[src/design/automatic_door_controller_defines.svh]
// ----------------------------------------------------------------------------
// Automatic door controller: assertion macros
// Shared concurrent assertion forms, clocked on clk and disabled in reset.
// ----------------------------------------------------------------------------
`ifndef AUTOMATIC_DOOR_CONTROLLER_DEFINES_SVH
`define AUTOMATIC_DOOR_CONTROLLER_DEFINES_SVH

// Same-cycle implication
`define ADC_ASSERT_NOW(label, ante, cons) \
  label: assert property (@(posedge clk) disable iff (rst) (ante) |-> (cons)) \
    else $error("door controller assertion failed");

// Next-cycle implication
`define ADC_ASSERT_NEXT(label, ante, cons) \
  label: assert property (@(posedge clk) disable iff (rst) (ante) |=> (cons)) \
    else $error("door controller assertion failed");

`endif

[src/design/adc_pkg.sv]
// ----------------------------------------------------------------------------
// Automatic door controller package
// Door states, request and register codes, configuration and result types.
// ----------------------------------------------------------------------------
package adc_pkg;

  typedef enum logic [2:0] {
    ST_CLOSED    = 3'd0,
    ST_OPENING   = 3'd1,
    ST_OPEN      = 3'd2,
    ST_CLOSING   = 3'd3,
    ST_EMERGENCY = 3'd4
  } door_state_t;

  typedef enum logic [1:0] {
    REQ_UPDATE      = 2'd0,
    REQ_MANUAL_OPEN = 2'd1,
    REQ_EMERG_ON    = 2'd2,
    REQ_EMERG_OFF   = 2'd3
  } req_type_t;

  // Register indexes on the configuration port
  localparam logic [2:0] REG_CLOSED_ANGLE = 3'd0;
  localparam logic [2:0] REG_OPEN_ANGLE   = 3'd1;
  localparam logic [2:0] REG_DIST_THRESH  = 3'd2;
  localparam logic [2:0] REG_OPEN_HOLD    = 3'd3;
  localparam logic [2:0] REG_SERVO_STEP   = 3'd4;

  localparam logic [7:0]  ANGLE_MAX          = 8'd180;
  localparam logic [7:0]  CLOSED_ANGLE_RESET = 8'd0;
  localparam logic [7:0]  OPEN_ANGLE_RESET   = 8'd90;
  localparam logic [15:0] DIST_THRESH_RESET  = 16'd300;
  localparam logic [31:0] OPEN_HOLD_RESET    = 32'd3000;
  localparam logic [31:0] SERVO_STEP_RESET   = 32'd15;

  typedef struct packed {
    logic [7:0]  closed_angle;
    logic [7:0]  open_angle;
    logic [15:0] dist_thresh;
    logic [31:0] open_hold_ms;
    logic [31:0] servo_step_ms;
  } adc_cfg_t;

  typedef struct packed {
    door_state_t door_state;
    logic [7:0]  angle;
    logic        servo_write;
  } adc_result_t;

  // Keep the low byte and clamp it to the servo range
  function automatic logic [7:0] sat_angle(input logic [31:0] value);
    logic [7:0] low;
    low = value[7:0];
    return (low > ANGLE_MAX) ? ANGLE_MAX : low;
  endfunction

endpackage

[src/design/automatic_door_controller.sv]
// ----------------------------------------------------------------------------
// Automatic door controller
// Five-state door machine driving a servo angle, one result per request.
// ----------------------------------------------------------------------------
// Usage:
//   Requests enter on in_valid / in_stall with req_type, now_ms and
//   distance_mm. Every request yields exactly one result on out_valid /
//   out_stall carrying door_state, angle and servo_write.
//   Registers are written on cfg_valid / cfg_ready (cfg_ready is always high)
//   with cfg_index and cfg_data; the user must write them only while no
//   request is in flight, and the block itself does not enforce this.
//   An accepted request is evaluated from the input register into the result
//   register. Throughput: one request per cycle while no result is stalled;
//   state, angle and timestamps update per request, so back-to-back ones chain.
//   Reset: door closed, angle 0, timestamps 0, registers at their defaults,
//   both pipeline stages empty.
//   Stall: a stalled result holds in the output register; the input register
//   still takes one more request, after which in_stall rises.
// ----------------------------------------------------------------------------
`include "automatic_door_controller_defines.svh"

module automatic_door_controller (
  input  logic        clk,
  input  logic        rst,
  // request channel
  input  logic        in_valid,
  output logic        in_stall,
  input  logic [1:0]  req_type,
  input  logic [31:0] now_ms,
  input  logic [15:0] distance_mm,
  // result channel
  output logic        out_valid,
  input  logic        out_stall,
  output logic [2:0]  door_state,
  output logic [7:0]  angle,
  output logic        servo_write,
  // configuration channel
  input  logic        cfg_valid,
  output logic        cfg_ready,
  input  logic [2:0]  cfg_index,
  input  logic [31:0] cfg_data
);
  import adc_pkg::*;

  adc_cfg_t    cfg;
  adc_result_t result;
  adc_result_t out_result;

  logic        s1_valid;
  logic [1:0]  s1_req;
  logic [31:0] s1_now;
  logic [15:0] s1_dist;
  logic        in_fire;
  logic        out_free;
  logic        s1_advance;

  assign cfg_ready  = 1'b1;
  assign out_free   = !out_valid || !out_stall;
  assign s1_advance = s1_valid && out_free;
  assign in_stall   = s1_valid && !out_free;
  assign in_fire    = in_valid && !in_stall;

  // Configuration register file
  always_ff @(posedge clk) begin
    if (rst) begin
      cfg.closed_angle  <= CLOSED_ANGLE_RESET;
      cfg.open_angle    <= OPEN_ANGLE_RESET;
      cfg.dist_thresh   <= DIST_THRESH_RESET;
      cfg.open_hold_ms  <= OPEN_HOLD_RESET;
      cfg.servo_step_ms <= SERVO_STEP_RESET;
    end else if (cfg_valid && cfg_ready) begin
      unique case (cfg_index)
        REG_CLOSED_ANGLE: cfg.closed_angle  <= sat_angle(cfg_data);
        REG_OPEN_ANGLE:   cfg.open_angle    <= sat_angle(cfg_data);
        REG_DIST_THRESH:  cfg.dist_thresh   <= cfg_data[15:0];
        REG_OPEN_HOLD:    cfg.open_hold_ms  <= cfg_data;
        REG_SERVO_STEP:   cfg.servo_step_ms <= cfg_data;
        default:          cfg.closed_angle  <= cfg.closed_angle;
      endcase
    end
  end

  // Input register: load on transfer, drain when evaluated
  always_ff @(posedge clk) begin
    if (rst) begin
      s1_valid <= 1'b0;
    end else if (in_fire) begin
      s1_valid <= 1'b1;
    end else if (s1_advance) begin
      s1_valid <= 1'b0;
    end
  end

  always_ff @(posedge clk) begin
    if (in_fire) begin
      s1_req  <= req_type;
      s1_now  <= now_ms;
      s1_dist <= distance_mm;
    end
  end

  adc_door_fsm u_fsm (
    .clk         (clk),
    .rst         (rst),
    .advance     (s1_advance),
    .req_type    (req_type_t'(s1_req)),
    .now_ms      (s1_now),
    .distance_mm (s1_dist),
    .cfg         (cfg),
    .result      (result)
  );

  // Result register: load on evaluation, clear after transfer
  always_ff @(posedge clk) begin
    if (rst) begin
      out_valid <= 1'b0;
    end else if (s1_advance) begin
      out_valid <= 1'b1;
    end else if (!out_stall) begin
      out_valid <= 1'b0;
    end
  end

  always_ff @(posedge clk) begin
    if (s1_advance) begin
      out_result <= result;
    end
  end

  assign door_state  = out_result.door_state;
  assign angle       = out_result.angle;
  assign servo_write = out_result.servo_write;

  `ADC_ASSERT_NEXT(a_eval_lands, s1_advance, out_valid)
  `ADC_ASSERT_NEXT(a_stall_keeps_result, out_valid && out_stall, out_valid && $stable(out_result))
  `ADC_ASSERT_NOW(a_back_pressure, in_stall, s1_valid && out_valid)

endmodule

[src/design/adc_door_fsm.sv]
// ----------------------------------------------------------------------------
// Door state machine
// Holds door state, angle and timestamps; computes the result of one request.
// ----------------------------------------------------------------------------
`include "automatic_door_controller_defines.svh"

module adc_door_fsm (
  input  logic               clk,
  input  logic               rst,
  input  logic               advance,
  input  adc_pkg::req_type_t req_type,
  input  logic [31:0]        now_ms,
  input  logic [15:0]        distance_mm,
  input  adc_pkg::adc_cfg_t  cfg,
  output adc_pkg::adc_result_t result
);
  import adc_pkg::*;

  door_state_t state, state_next;
  logic [7:0]  angle, angle_next;
  logic [31:0] open_start_time, open_start_time_next;
  logic [31:0] last_step_time, last_step_time_next;
  logic        servo_write;

  door_state_t decided;
  logic [7:0]  angle_inc;
  logic        step_due;
  logic        hold_done;
  logic        emerg_hold;
  logic        emerg_clear;

  // Wrapping time differences against their limits
  assign step_due  = (now_ms - last_step_time) >= cfg.servo_step_ms;
  assign hold_done = (now_ms - open_start_time) >= cfg.open_hold_ms;
  assign angle_inc = (angle < ANGLE_MAX) ? angle + 8'd1 : ANGLE_MAX;

  // Hold state registers until a request advances
  always_ff @(posedge clk) begin
    if (rst) begin
      state           <= ST_CLOSED;
      angle           <= CLOSED_ANGLE_RESET;
      open_start_time <= '0;
      last_step_time  <= '0;
    end else if (advance) begin
      state           <= state_next;
      angle           <= angle_next;
      open_start_time <= open_start_time_next;
      last_step_time  <= last_step_time_next;
    end
  end

  // Decide the new state, then step the servo on updates; manual and emergency requests act directly
  always_comb begin
    state_next           = state;
    angle_next           = angle;
    open_start_time_next = open_start_time;
    last_step_time_next  = last_step_time;
    servo_write          = 1'b0;
    decided              = state;

    unique case (req_type)
      REQ_UPDATE: begin
        if (state != ST_EMERGENCY) begin
          unique case (state)
            ST_CLOSED: begin
              if (distance_mm != 16'd0 && distance_mm < cfg.dist_thresh) begin
                decided = ST_OPENING;
              end
            end
            ST_OPENING: begin
              if (angle >= cfg.open_angle) begin
                decided              = ST_OPEN;
                open_start_time_next = now_ms;
              end
            end
            ST_OPEN: begin
              if (hold_done) begin
                decided = ST_CLOSING;
              end
            end
            ST_CLOSING: begin
              if (angle <= cfg.closed_angle) begin
                decided = ST_CLOSED;
              end
            end
            default: decided = state;
          endcase
          state_next = decided;

          if (step_due) begin
            last_step_time_next = now_ms;
            if (decided == ST_OPENING && angle < cfg.open_angle) begin
              angle_next  = angle_inc;
              servo_write = 1'b1;
            end else if (decided == ST_CLOSING && angle > cfg.closed_angle) begin
              angle_next  = angle - 8'd1;
              servo_write = 1'b1;
            end
          end
        end
      end
      REQ_MANUAL_OPEN: begin
        if (state == ST_CLOSED) begin
          state_next = ST_OPENING;
        end else if (state == ST_CLOSING) begin
          state_next = ST_OPENING;
          angle_next = angle_inc;
        end
      end
      REQ_EMERG_ON: begin
        state_next = ST_EMERGENCY;
      end
      REQ_EMERG_OFF: begin
        state_next  = ST_CLOSED;
        angle_next  = cfg.closed_angle;
        servo_write = 1'b1;
      end
      default: state_next = state;
    endcase
  end

  assign result.door_state  = state_next;
  assign result.angle       = angle_next;
  assign result.servo_write = servo_write;

  // Requests that keep or clear an emergency
  assign emerg_hold  = advance && state == ST_EMERGENCY && req_type != REQ_EMERG_OFF;
  assign emerg_clear = advance && req_type == REQ_EMERG_OFF;

  `ADC_ASSERT_NOW(a_angle_in_range, 1'b1, angle <= ANGLE_MAX)
  `ADC_ASSERT_NEXT(a_emerg_frozen, emerg_hold, state == ST_EMERGENCY && $stable(angle))
  `ADC_ASSERT_NEXT(a_emerg_off_closes, emerg_clear, state == ST_CLOSED && angle == $past(cfg.closed_angle))
  `ADC_ASSERT_NOW(a_write_moves_or_clears, servo_write && req_type == REQ_UPDATE, angle_next != angle)

endmodule
[config.mk]
export PLATFORM = sky130hd
export DESIGN_NAME = automatic_door_controller
export DESIGN_NICKNAME = d
export VERILOG_FILES = /design/src/design/adc_pkg.sv /design/src/design/automatic_door_controller.sv /design/src/design/adc_door_fsm.sv
export VERILOG_INCLUDE_DIRS = /design/src /design/src/design
export SDC_FILE = /design/constraint.sdc
export NUM_CORES = 1
export LEC_CHECK = 0
export BUFFER_PORTS_ARGS = -buffer_cell sky130_fd_sc_hd__buf_2
export CORE_MARGIN = 1
export CORE_UTILIZATION = 25
export DETAILED_ROUTE_END_ITERATION = 8
export GPL_TIMING_DRIVEN = 0
export HOLD_SLACK_MARGIN = 0.05
export PLACE_DENSITY = 0.46
export REMOVE_ABC_BUFFERS = 1
export SLEW_MARGIN = 20
export SYNTH_ARGS = -nofsm -noshare
export SYNTH_HDL_FRONTEND = slang
export SYNTH_HIERARCHICAL = 1
export SYNTH_SLANG_ARGS = --single-unit
[constraint.sdc]
create_clock -name clk -period 9.6 [get_ports clk]
set_input_delay 1.44 -clock clk [delete_from_list [all_inputs] [get_ports clk]]
set_output_delay 1.44 -clock clk [all_outputs]
set_load 0.02 [all_outputs]
### Word level (Yosys, flattened, before mapping)

Index checks and enable logic that the tools add are counted.

* add/subtract/negate cells: 4
* $lt $le $gt $ge: 9
* equality and inequality tests: 14
* muxes and demuxes: 29
* reduce and logical (&&, ||, !) cells: 23

Operator list (count)
* greater-or-equal comparator 32 bit: 2
* 2-to-1 mux 8 bit: 8
* subtractor 32 bit: 2
* 2-to-1 mux 3 bit: 9
* case mux 3 bit (4 select lines): 2
* case mux 8 bit (3 select lines): 1
* < comparator 16 bit: 1
* nonzero test 16 bit: 1
* == test 3 x 2 -> 1 bit (second input constant): 5
* AND reduction 2 bit: 5
* == test 3 x 1 -> 1 bit (second input constant): 3
* adder 8 x 1 -> 8 bit (second input constant): 1
* greater-or-equal comparator 8 bit: 1
* greater-than comparator 8 bit: 1
* greater-than comparator 8 bit (second input constant): 1
* less-or-equal comparator 8 bit: 1
* < comparator 8 bit: 1
* < comparator 8 bit (second input constant): 1
* 2-to-1 mux 1 bit: 8
* subtractor 8 x 1 -> 8 bit (second input constant): 1
* logical AND 1 bit: 6
* zero test 3 bit: 2
* AND reduction 5 bit: 1
* == test 2 bit (second input constant): 2
* 10 further kinds: 13

* bits in registers: 235
* input port bits: 90
* output and inout bits: 15
* word-level logic and storage cells: 96

### Logic depth before layout (Yosys ltp)

Gate-level depths: netlist of run 1.

* depth after elaboration: 13
* depth in mapped cells: 25
* mapped depth without buffers: 23

### By module

The synthesis of run 1 kept the hierarchy.

By module, submodules not included
* adc_door_fsm: times used 1, cells an instance 1235, area each 9242.6 µm², sequential area each 1501.4 µm²
* automatic_door_controller: times used 1, cells an instance 504, area each 5439.0 µm², sequential area each 3823.7 µm²

### Worst setup path before layout of run 1

OpenSTA, ideal clock, no wires.

* path type: reg2reg
* start point: register s1_now[0]
* end point: register, netlist name angle[4]
* library setup time: 0.268 ns
* arrival time: 4.520 ns
* data required time: 9.332 ns
* slack: 4.812 ns
* cell stages (with the launch flop): 24
* buffers on the path: 1
* period minus slack after synthesis: 4.788 ns
* cells stage by stage: edfxtp_1 > inv_1 > ha_1 > inv_1 > fa_1 > a21oi_1 > o2111ai_1 > o31ai_1 > a211oi_1 > a311o_1 > o31ai_1 > nor2b_1 > xnor2_1 > ha_1 > nand2_1 > o21ai_0 > a41o_1 > o31a_1 > nand3_1 > a32o_1 > clkbuf_1 > a211o_1 > a21oi_1 > o22ai_1

RTL lines
* start: declaration: RTL line automatic_door_controller.sv:51 `logic [31:0] s1_now;`
* start signal: assignment: RTL line automatic_door_controller.sv:97 `s1_now <= now_ms;`

==> results of run 1 <==
==> flip-flops by register name, indices dropped and copies added (netlist names), 3 cells and up <==
register               cells
s1_now                    32
s1_dist                   16
cfg                       96
u_fsm/angle                8
u_fsm/open_start_time     32
door_state                 3
u_fsm/last_step_time      32
u_fsm/state                3
angle                      8
==> report_power, final <==
part	internal [mW]	switching [mW]	total [mW]
Sequential	1.05	0.0313	1.08
Clock	0.651	0.461	1.11
Combinational	0.183	0.269	0.452
Total	1.88	0.761	2.65
==> cell type report <==
type                       instances  area share, %
tap                              765          5.608
clock inverter                    17          1.026
sequential                       235          31.20
multi-input combinational       1245          49.35
timing repair buffer             112          4.134
antenna                            2        0.02932
clock buffer                      36          4.523
inverter                         188          4.134
==> cells by family after synthesis <==
family,after synthesis
XOR/XNOR,56
adder cells (fa/ha/maj),165
multiplexers,67
AO/OA/AOI/OAI,433
flip-flops,235
buffers and inverters,259
other,1
AND/OR/NAND/NOR,523
==> path summary, 6_finish.rpt <==
check	to	slack [ns]	depth (start not counted)
worst max register to register	angle[3]	2.84	20
worst min-delay path	cfg[59]	0.45	2
worst max-delay path	angle[3]	2.84	20
worst min register to register	cfg[59]	0.45	2
==> cell usage in the layout (no fill, tap or decap), types with 6 or more instances in the layout <==
master,instances
a211oi_1,17
a211o_1,7
clkbuf_16,29
nor2_1,143
a31oi_1,16
xnor2_1,41
o21bai_1,8
clkinv_2,7
dfxtp_1,173
buf_2,102
a21oi_1,179
or3_1,6
and3_1,10
xor2_1,15
inv_1,188
a21o_1,42
nor4_1,9
ha_1,163
mux2i_1,67
nand3_1,37
o21a_1,15
edfxtp_1,62
a221o_1,6
o21ai_0,62
nand2b_1,17
nor2b_1,17
o211ai_1,13
o31ai_1,7
nand2_1,214
nand4_1,20
nor3_1,21
==> layer usage <==
| layer | track usage [%] | wire length, um | vias up |
|---|---|---|---|
| li1 | - | - | 6232 |
| met1 | 18.56 | 19870 | 5714 |
| met2 | 23.39 | 19370 | 231 |
| met3 | 2.041 | 1906 | 61 |
| met4 | 3.842 | 969 | 0 |
| met5 | 0 | 0 | - |
==> critical path, delay by kind of cell, from the launching register on <==
family | cells | cell delay, ns
AO/OA/AOI/OAI | 11 | 4.15
adder cells (fa/ha/maj) | 3 | 0.81
AND/OR/NAND/NOR | 4 | 0.95
flip-flops | 1 | 0.36
buffers and inverters | 2 | 0.20
==> metrics by stage <==
stage | instances | setup slack [ns] | power (mW) | cell area [um2]
CTS | 2598 | 2.904 | 2.697 | 17060
global placement | 2536 | 1.746 | 1.541 | 15850
global route | 2598 | 2.482 | 2.789 | 17060
floorplan | 1668 | 4.273 | 1.394 | 14380
detailed placement | 2545 | 2.937 | 1.556 | 16120
finish | 2600 | 2.841 | 2.646 | 17070
==> results.yml, run 1 <==
status:
  status: "complete, no violations"
setup_path:
  cp_cell_sequence: "inv_1 > ha_1 > inv_1 > fa_1 > a21oi_1 > o2111ai_1 > o31ai_1 > a211oi_1 > a311o_1 > o31ai_1 > a21oi_1 > o311ai_1 > ha_1 > nand4_1 > a211oi_1 > nand3_1 > a32o_1 > a21oi_1 > nor4bb_1 > nor3_1"
  crit_start: "s1_now[0]"
  critPathArrivalTime_ns: 7.06
  critPathMostFrequentCell: "a21oi_1"
  slowest_stage: "o31ai_1"
  critPathLaunchType: "register"
  end_kind: "register"
  crit_path_max_fanout: 13
  critPathKind: "register to register"
  rr_startpoint: "s1_now[0]"
  critPathMaxStageDelay_ns: 0.58
  crit_required_ns: 9.90
yosys:
  syn-instance-count: 1739
  yosysWarnings: 6
  synth_compound_area_share_pct: 18.56
  yosysMostFrequentCell: "nand2_1"
  synthArstFlopShare_pct: 0
  muxShareOfSynthArea_pct: 4.568
  synthSimpleGateAreaFrac_pct: 16.19
  netlist.area_leader.share_pct: 23.59
  syn_avg_cell_area_um2: 8.443
  synth_top_family_by_area: "compound AO/OA/AOI/OAI gates"
  synthTopCellsByArea: "dfxtp_1, ha_1, edfxtp_1"
  synthTopCellsByCount: "nand2_1, inv_1, a21oi_1, dfxtp_1, ha_1"
  synth_cell_type_count: 73
  synth-seq-cells: 235
  synthAdderAreaFrac_pct: 14.16
  synth_top_area_cell: "dfxtp_1"
  ys_seq_area_share_pct: 36.27
  syn_area_um2: 14680
  synthXorXnorAreaFrac_pct: 3.341
  synth_edf_count: 62
  synth_ff_type: "dfxtp_1"
die:
  die_x_um: 244.3
  die_h_um: 244.3
  start_util_pct: 25.40
  die_area_um2: 59700
  rows: 88
  fp.coreArea_um2: 57810
  pin_count: 105
timing:
  worstMarginPinSlew_ns: 0.9656
  setup_violations: 0
  setup_tns_ns: 0
  slew_headroom_pct: 35.62
  fmax_mhz: 147.9
  rsz0062_at_grt: "no"
  fin_crit_ns: 6.759
  finalCritPeriodShare_pct: 70.41
  drv_slew: 0
  hold_viol_final: 0
  finalHoldWorstSlack_ns: 0.4510
  finalClockSkew_ns: 0.01071
layout:
  drive_above_1_share_pct: 9.656
  fillers: 6164
  nets: 2066
  area_delta_synth_final_pct: 16.26
  multi_input_comb_area_um2: 8423
  regArea_um2: 5325
  final_util_pct: 29.53
route:
  drtPass1Iterations: 5
  dr_total_vias: 12238
  routed_via_density: 4.707
  avgRoutedWirePerCell_um: 16.20
  drt_wl_total_mm: 42.12
  ant_nets: 0
  drc: 0
  drt_iter0_markers: 697
placed_design:
  gp_congestion: 0.8577
  portBuffers: 103
  dp_hpwl_mm: 31.59
power:
  vdd.ir_drop.worst_mv: 0.1229
  power.density_nw_per_um2: 155.0
  leakage_nw: 6.934
cts:
  clockRootBuffer: "clkbuf_16"
  cts_tree: "done"
  clock-sinks: 235
  post_cts_buffers: 0
  htree_levels: 1
  clk_pin_slew_ns: 0.06
  cts_hold_buf: 0
  clk_path_buf_depth: 3
  worstSkewPairLatency_ns: 0.57
  cts_resized: 0
  cts_inserted_buffers: 29
grt:
  grt_first_pass_wirelength_mm: 65.76
  grtUsageTotal_pct: 13.96
  overflow: 0
  antenna_found_initial: 2
  grt_pass1_vias: 11786
  grt_start_max_net_pins: 85
run:
  maxCapViolCount: 0
worst_hold_path:
  min_from: "cfg[59]"
  min_path_type: "register to register"
Power figures use the tool's default switching activity.
==> inputs of run 2 (changes only) <==
==> constraint.sdc (replaced) <==
create_clock -name clk -period 6.33 [get_ports clk]
set_input_delay 0.9495 -clock clk [delete_from_list [all_inputs] [get_ports clk]]
set_output_delay 0.9495 -clock clk [all_outputs]
set_load 0.02 [all_outputs]
==> run 2 against run 1 <==
Flip-flop and latch count unchanged. Cell count barely moved. Clock power is 52% higher. Highest routed layer unchanged. Sequential power up 52%. Worst setup slack lost 2.5 ns. Critical path depth fell by 1. Critical path type unchanged.
==> results.yml, run 2 (same netlist as run 1, synthesis figures left out) <==
status:
  status: "complete, no violations"
die:
  die_x_um: 244.3
  pin_count: 105
  start_util_pct: 25.40
  die_h_um: 244.3
  die_area_um2: 59700
  rows: 88
  fp.coreArea_um2: 57810
worst_hold_path:
  min_from: "cfg[59]"
  hold_path_end: "cfg[59]"
  min_path_type: "register to register"
  holdPathStages: 2
timing:
  setup_tns_ns: 0
  fin_crit_ns: 5.980
  finalCritPeriodShare_pct: 94.48
  finalClockSkew_ns: 0.009028
  fmax_mhz: 167.2
  rsz0062_at_grt: "no"
  setup_violations: 0
  slew_headroom_pct: 35.47
  hold_viol_final: 0
  worstMarginPinSlew_ns: 0.9680
  drv_slew: 0
  finalHoldWorstSlack_ns: 0.4511
grt:
  grt_start_max_net_pins: 85
  antenna_found_initial: 2
  grtUsageTotal_pct: 13.96
  grt_first_pass_wirelength_mm: 65.76
  overflow: 0
  grt_pass1_vias: 11787
cts:
  htree_levels: 1
  clk_pin_slew_ns: 0.06
  cts_inserted_buffers: 29
  clockRootBuffer: "clkbuf_16"
  clk_path_buf_depth: 3
  cts_tree: "done"
  cts_hold_buf: 0
  worstSkewPairLatency_ns: 0.57
  clock-sinks: 235
power:
  leakage_nw: 6.941
  switching_share_pct: 28.82
  p_total_mw: 4.018
  power_frac_seq_pct: 40.8
  combPwrFrac_pct: 17.2
  internal_power_mw: 2.860
  vdd.ir_drop.worst_mv: 0.1860
  power.density_nw_per_um2: 234.8
  clkPwrFrac_pct: 42.0
  p_switching_mw: 1.158
route:
  routed_via_density: 4.711
  drtPass1Iterations: 5
  dr_total_vias: 12259
  drc: 0
  avgRoutedWirePerCell_um: 16.20
  drt_iter0_markers: 640
  drt_wl_total_mm: 42.16
  ant_nets: 0
run:
  maxCapViolCount: 0
layout:
  final_util_pct: 29.61
  largest_reg_flops: 96
  top_register: "cfg"
  nets: 2066
  drive_above_1_share_pct: 10.04
  mostFrequentLayoutCell: "nand2_1"
  final_cell_mix: "nand2_1, inv_1, a21oi_1"
  final_cells: 2602
  area_delta_synth_final_pct: 16.58
setup_path:
  critPathLaunchType: "register"
  crit_required_ns: 6.63
  reg2reg_depth: 19
  slowest_stage: "or4b_2"
  end_kind: "register"
  crit_path_max_fanout: 6
  critPathMaxStageDelay_ns: 0.68
  cp_cell_sequence: "ha_1 > and3_1 > nor2b_1 > or4b_2 > a21oi_1 > o211ai_1 > a31oi_1 > o21a_1 > nor2_1 > xnor2_1 > ha_1 > a21o_1 > a21oi_1 > o21ai_0 > a311oi_1 > a31oi_1 > nand4_1 > nor4bb_1 > nor3_1"
  rr_endpoint: "angle[3]"
  rrSetupSlack_ns: 0.35
  rr_startpoint: "s1_now[11]"
  critPathKind: "register to register"
  critPathArrivalTime_ns: 6.28
placed_design:
  gp_congestion: 0.8577
  dp_hpwl_mm: 31.59
  dp_cells: 2545
  portBuffers: 103
==> run 2: cell types whose count changed in the layout (fill, tap and decap cells not counted), sizes merged <==
cell and change:
diode +2
==> run 2: what timing repair did <==
| item | in CTS | in global routing |
|---|---|---|
| endpoints found under the setup margin | 37 | 8 |
| setup buffers | 0 | 0 |
| gates resized for setup | 5 | 4 |
| pin swaps | 0 | 1 |
==> run 2: worst max-delay path: cells and delay by family (launching register included) <==
kind,cells,cell delay [ns]
AO/OA/AOI/OAI,9,2.37
XOR/XNOR,1,0.19
adder cells (fa/ha/maj),2,0.72
flip-flops,1,0.45
AND/OR/NAND/NOR,7,1.99
==> run 2: area by class of cell <==
type / instances / area [um2]
Timing Repair Buffer: 112 / 705.7
Tap cell: 765 / 957.2
Fill cell: 6162 / 40690
Multi-Input combinational cell: 1245 / 8466
Clock buffer: 36 / 772.0
Clock inverter: 17 / 175.2
Sequential cell: 235 / 5325
Antenna cell: 4 / 10.01
Inverter: 188 / 705.7
==> run 2: metal layers <==
metal	track usage (%)	up-vias	part of all wire, %
li1	-	6238	-
met2	23.40	236	46
met4	3.842	0	2.2
met3	2.041	53	4.8
met1	18.56	5732	47
met5	0	-	0
==> run 2: through the flow <==
stage               worst slack [ns]  instance area [um2]
CTS                           0.1253                17080
finish                        0.3495                17120
floorplan                      1.191                14380
global placement              -1.033                15850
detailed placement           -0.3326                16120
global route                 0.01651                17110
==> run 2: worst max path at each step <==
stage,start,endpoint,slack (ns),depth (start not counted)
floorplan,s1_now[0],u_fsm/last_step_time[10],1.19,22
global placement,out_stall,u_fsm/open_start_time[11],-1.03,7
detailed placement,s1_now[0],angle[3],-0.33,20
CTS,s1_now[0],angle[3],0.13,20
global route,s1_now[0],angle[1],0.02,21
finish,s1_now[11],angle[3],0.35,19
==> run 2: power groups by stage <==
stage,clock [mW],sequential (mW),combinational [mW]
floorplan,0,1.66,0.452
global placement,0,1.68,0.661
detailed placement,0,1.67,0.686
CTS,1.76,1.64,0.693
global route,1.81,1.65,0.778
finish,1.69,1.64,0.690
==> inputs of run 3 (changes only) <==
--- a/config.mk
+++ b/config.mk
@@ -13,6 +13,7 @@
 export GPL_TIMING_DRIVEN = 0
 export HOLD_SLACK_MARGIN = 0.05
 export PLACE_DENSITY = 0.46
+export RECOVER_POWER = 50
 export REMOVE_ABC_BUFFERS = 1
 export SLEW_MARGIN = 20
 export SYNTH_ARGS = -nofsm -noshare
==> run 3 against run 2 <==
The run now ends with max-capacitance violations, max-slew violations left. Register-to-register slack about the same. Flip-flop and latch count stayed put. Critical path depth is 2 higher. Die area did not move. Count of clock-buffer cells in the layout did not move. Hold slack about the same. Sequential share of layout area grew 0.26 points. Total power is 0.21% lower. Fmax up 0.16%. Critical endpoint unchanged. Highest routed layer unchanged.
==> results.yml, run 3 (same netlist as run 1, synthesis figures left out) <==
layout:
  drive_above_1_share_pct: 9.002
  area_delta_synth_final_pct: 15.62
  top_register: "cfg"
  final_area_um2: 16980
  final_cells: 2602
  nets: 2066
  mostFrequentLayoutCell: "nand2_1"
  final_cell_mix: "nand2_1, inv_1, a21oi_1"
  largest_reg_flops: 96
  fillers: 6182
route:
  drt_iter0_markers: 713
  routed_via_density: 4.693
  avgRoutedWirePerCell_um: 16.19
  drc: 0
  drt_wl_total_mm: 42.12
  drtPass1Iterations: 5
  dr_total_vias: 12211
  ant_nets: 0
die:
  die_area_um2: 59700
  pin_count: 105
  rows: 88
  start_util_pct: 25.40
  die_x_um: 244.3
  fp.coreArea_um2: 57810
  die_h_um: 244.3
timing:
  fmax_mhz: 167.5
  setup_ws_ns: 0.3590
  fin_crit_ns: 5.971
  slew_headroom_pct: -130.0
  hold_viol_final: 0
  finalCritPeriodShare_pct: 94.33
  finalClockSkew_ns: 0.01274
  worstMarginPinSlew_ns: 3.419
  rsz0062_at_grt: "no"
  setup_violations: 0
  drv_slew: 62
  finalHoldWorstSlack_ns: 0.4511
cts:
  clockRootBuffer: "clkbuf_16"
  cts_inserted_buffers: 29
  worstSkewPairLatency_ns: 0.57
  cts_tree: "done"
  clock-sinks: 235
  htree_levels: 1
  clk_path_buf_depth: 3
  clk_pin_slew_ns: 0.06
  post_cts_buffers: 0
  cts_hold_buf: 0
grt:
  grtUsageTotal_pct: 13.96
  grt_pass1_vias: 11787
  grt_first_pass_wirelength_mm: 65.76
  grt_start_max_net_pins: 85
  antenna_found_initial: 2
  overflow: 0
placed_design:
  post-place-ws_ns: -0.3326
  portBuffers: 103
  place_area_um2: 16120
  gp_congestion: 0.8577
  dp_cells: 2545
  dp_hpwl_mm: 31.59
worst_hold_path:
  min_path_type: "register to register"
run:
  maxCapViolCount: 3
setup_path:
  crit_required_ns: 6.63
  critPathLaunchType: "register"
  critPathArrivalTime_ns: 6.27
  crit_path_max_fanout: 13
  critPathKind: "register to register"
  rrSetupSlack_ns: 0.36
  end_kind: "register"
power:
  p_total_mw: 4.010
  internal_power_mw: 2.855
  leakage_nw: 6.855
  combPwrFrac_pct: 17.0
  power_frac_seq_pct: 40.9
  clkPwrFrac_pct: 42.0
  p_switching_mw: 1.155
  switching_share_pct: 28.81
  vdd.ir_drop.worst_mv: 0.1866
  power.density_nw_per_um2: 236.2
status:
  violations: "max-capacitance violations, max-slew violations"
  status: "finished with violations"
[run 3: changes by cell type in the layout (fill, tap and decap cells not counted), moves of 2 or more]
cell,before,now
nor4bb_1,1,3
clkbuf_1,5,18
buf_12,3,1
buf_2,102,94
[run 3: power groups by stage]
stage                     Combinational (mW)  Clock, mW  Sequential (mW)
after floorplan                        0.452          0             1.66
after global placement                 0.661          0             1.68
final                                  0.682       1.69             1.64
after detailed placement               0.686          0             1.67
after global routing                   0.769       1.81             1.65
after CTS                              0.693       1.76             1.64
[run 3: routing by layer]
| metal | global-route usage [%] | vias to the layer above | wire length (um) |
|---|---|---|---|
| met5 | 0 | - | 0 |
| met1 | 18.56 | 5685 | 19880 |
| met2 | 23.40 | 233 | 19360 |
| met3 | 2.041 | 59 | 1917 |
| li1 | - | 6234 | - |
| met4 | 3.842 | 0 | 971 |
[run 3: final cells by class]
type / count / area, um2 / area share [%]
clock inverters: 17 / 175.2 / 1.032
inverters: 188 / 705.7 / 4.157
multi-input cells: 1245 / 8409 / 49.54
flip-flops and latches: 235 / 5325 / 31.37
clock buffers: 36 / 772.0 / 4.548
diodes: 4 / 10.01 / 0.05897
repair buffers: 112 / 620.6 / 3.656
well taps: 765 / 957.2 / 5.639
[run 3: timing repair]
action                     CTS  global route
pin swaps                    0             1
resized for setup            5             4
setup endpoints to repair   37             8
[run 3: critical path, cell delays in order, from the launching register on]
cell	delay [ns]
edfxtp_1	0.36
inv_1	0.15
ha_1	0.20
inv_1	0.05
fa_1	0.40
a21oi_1	0.25
o2111ai_1	0.28
o31ai_2	0.42
a211oi_1	0.16
a311o_1	0.38
o31ai_4	0.33
a31oi_1	0.21
mux2i_1	0.16
a221oi_1	0.36
ha_1	0.18
nand4_1	0.13
a211oi_2	0.36
nand3_2	0.19
a32o_2	0.39
a21oi_1	0.21
nor4bb_1	0.41
nor3_1	0.11
[run 3: path summary, 6_finish.rpt]
check,cells past startpoint,start,endpoint
worst max-delay path,21,s1_now[0],angle[3]
worst min-delay path,2,cfg[59],cfg[59]
worst max register to register,21,s1_now[0],angle[3]
worst min register to register,2,cfg[59],cfg[59]
[run 3: per-stage QoR]
stage	setup TNS, ns	utilization [%]
after floorplan	0	-
after global placement	-60.76	27.42
after detailed placement	-3.020	27.88
after CTS	0	29.55
after global routing	0	29.35
final	0	29.37
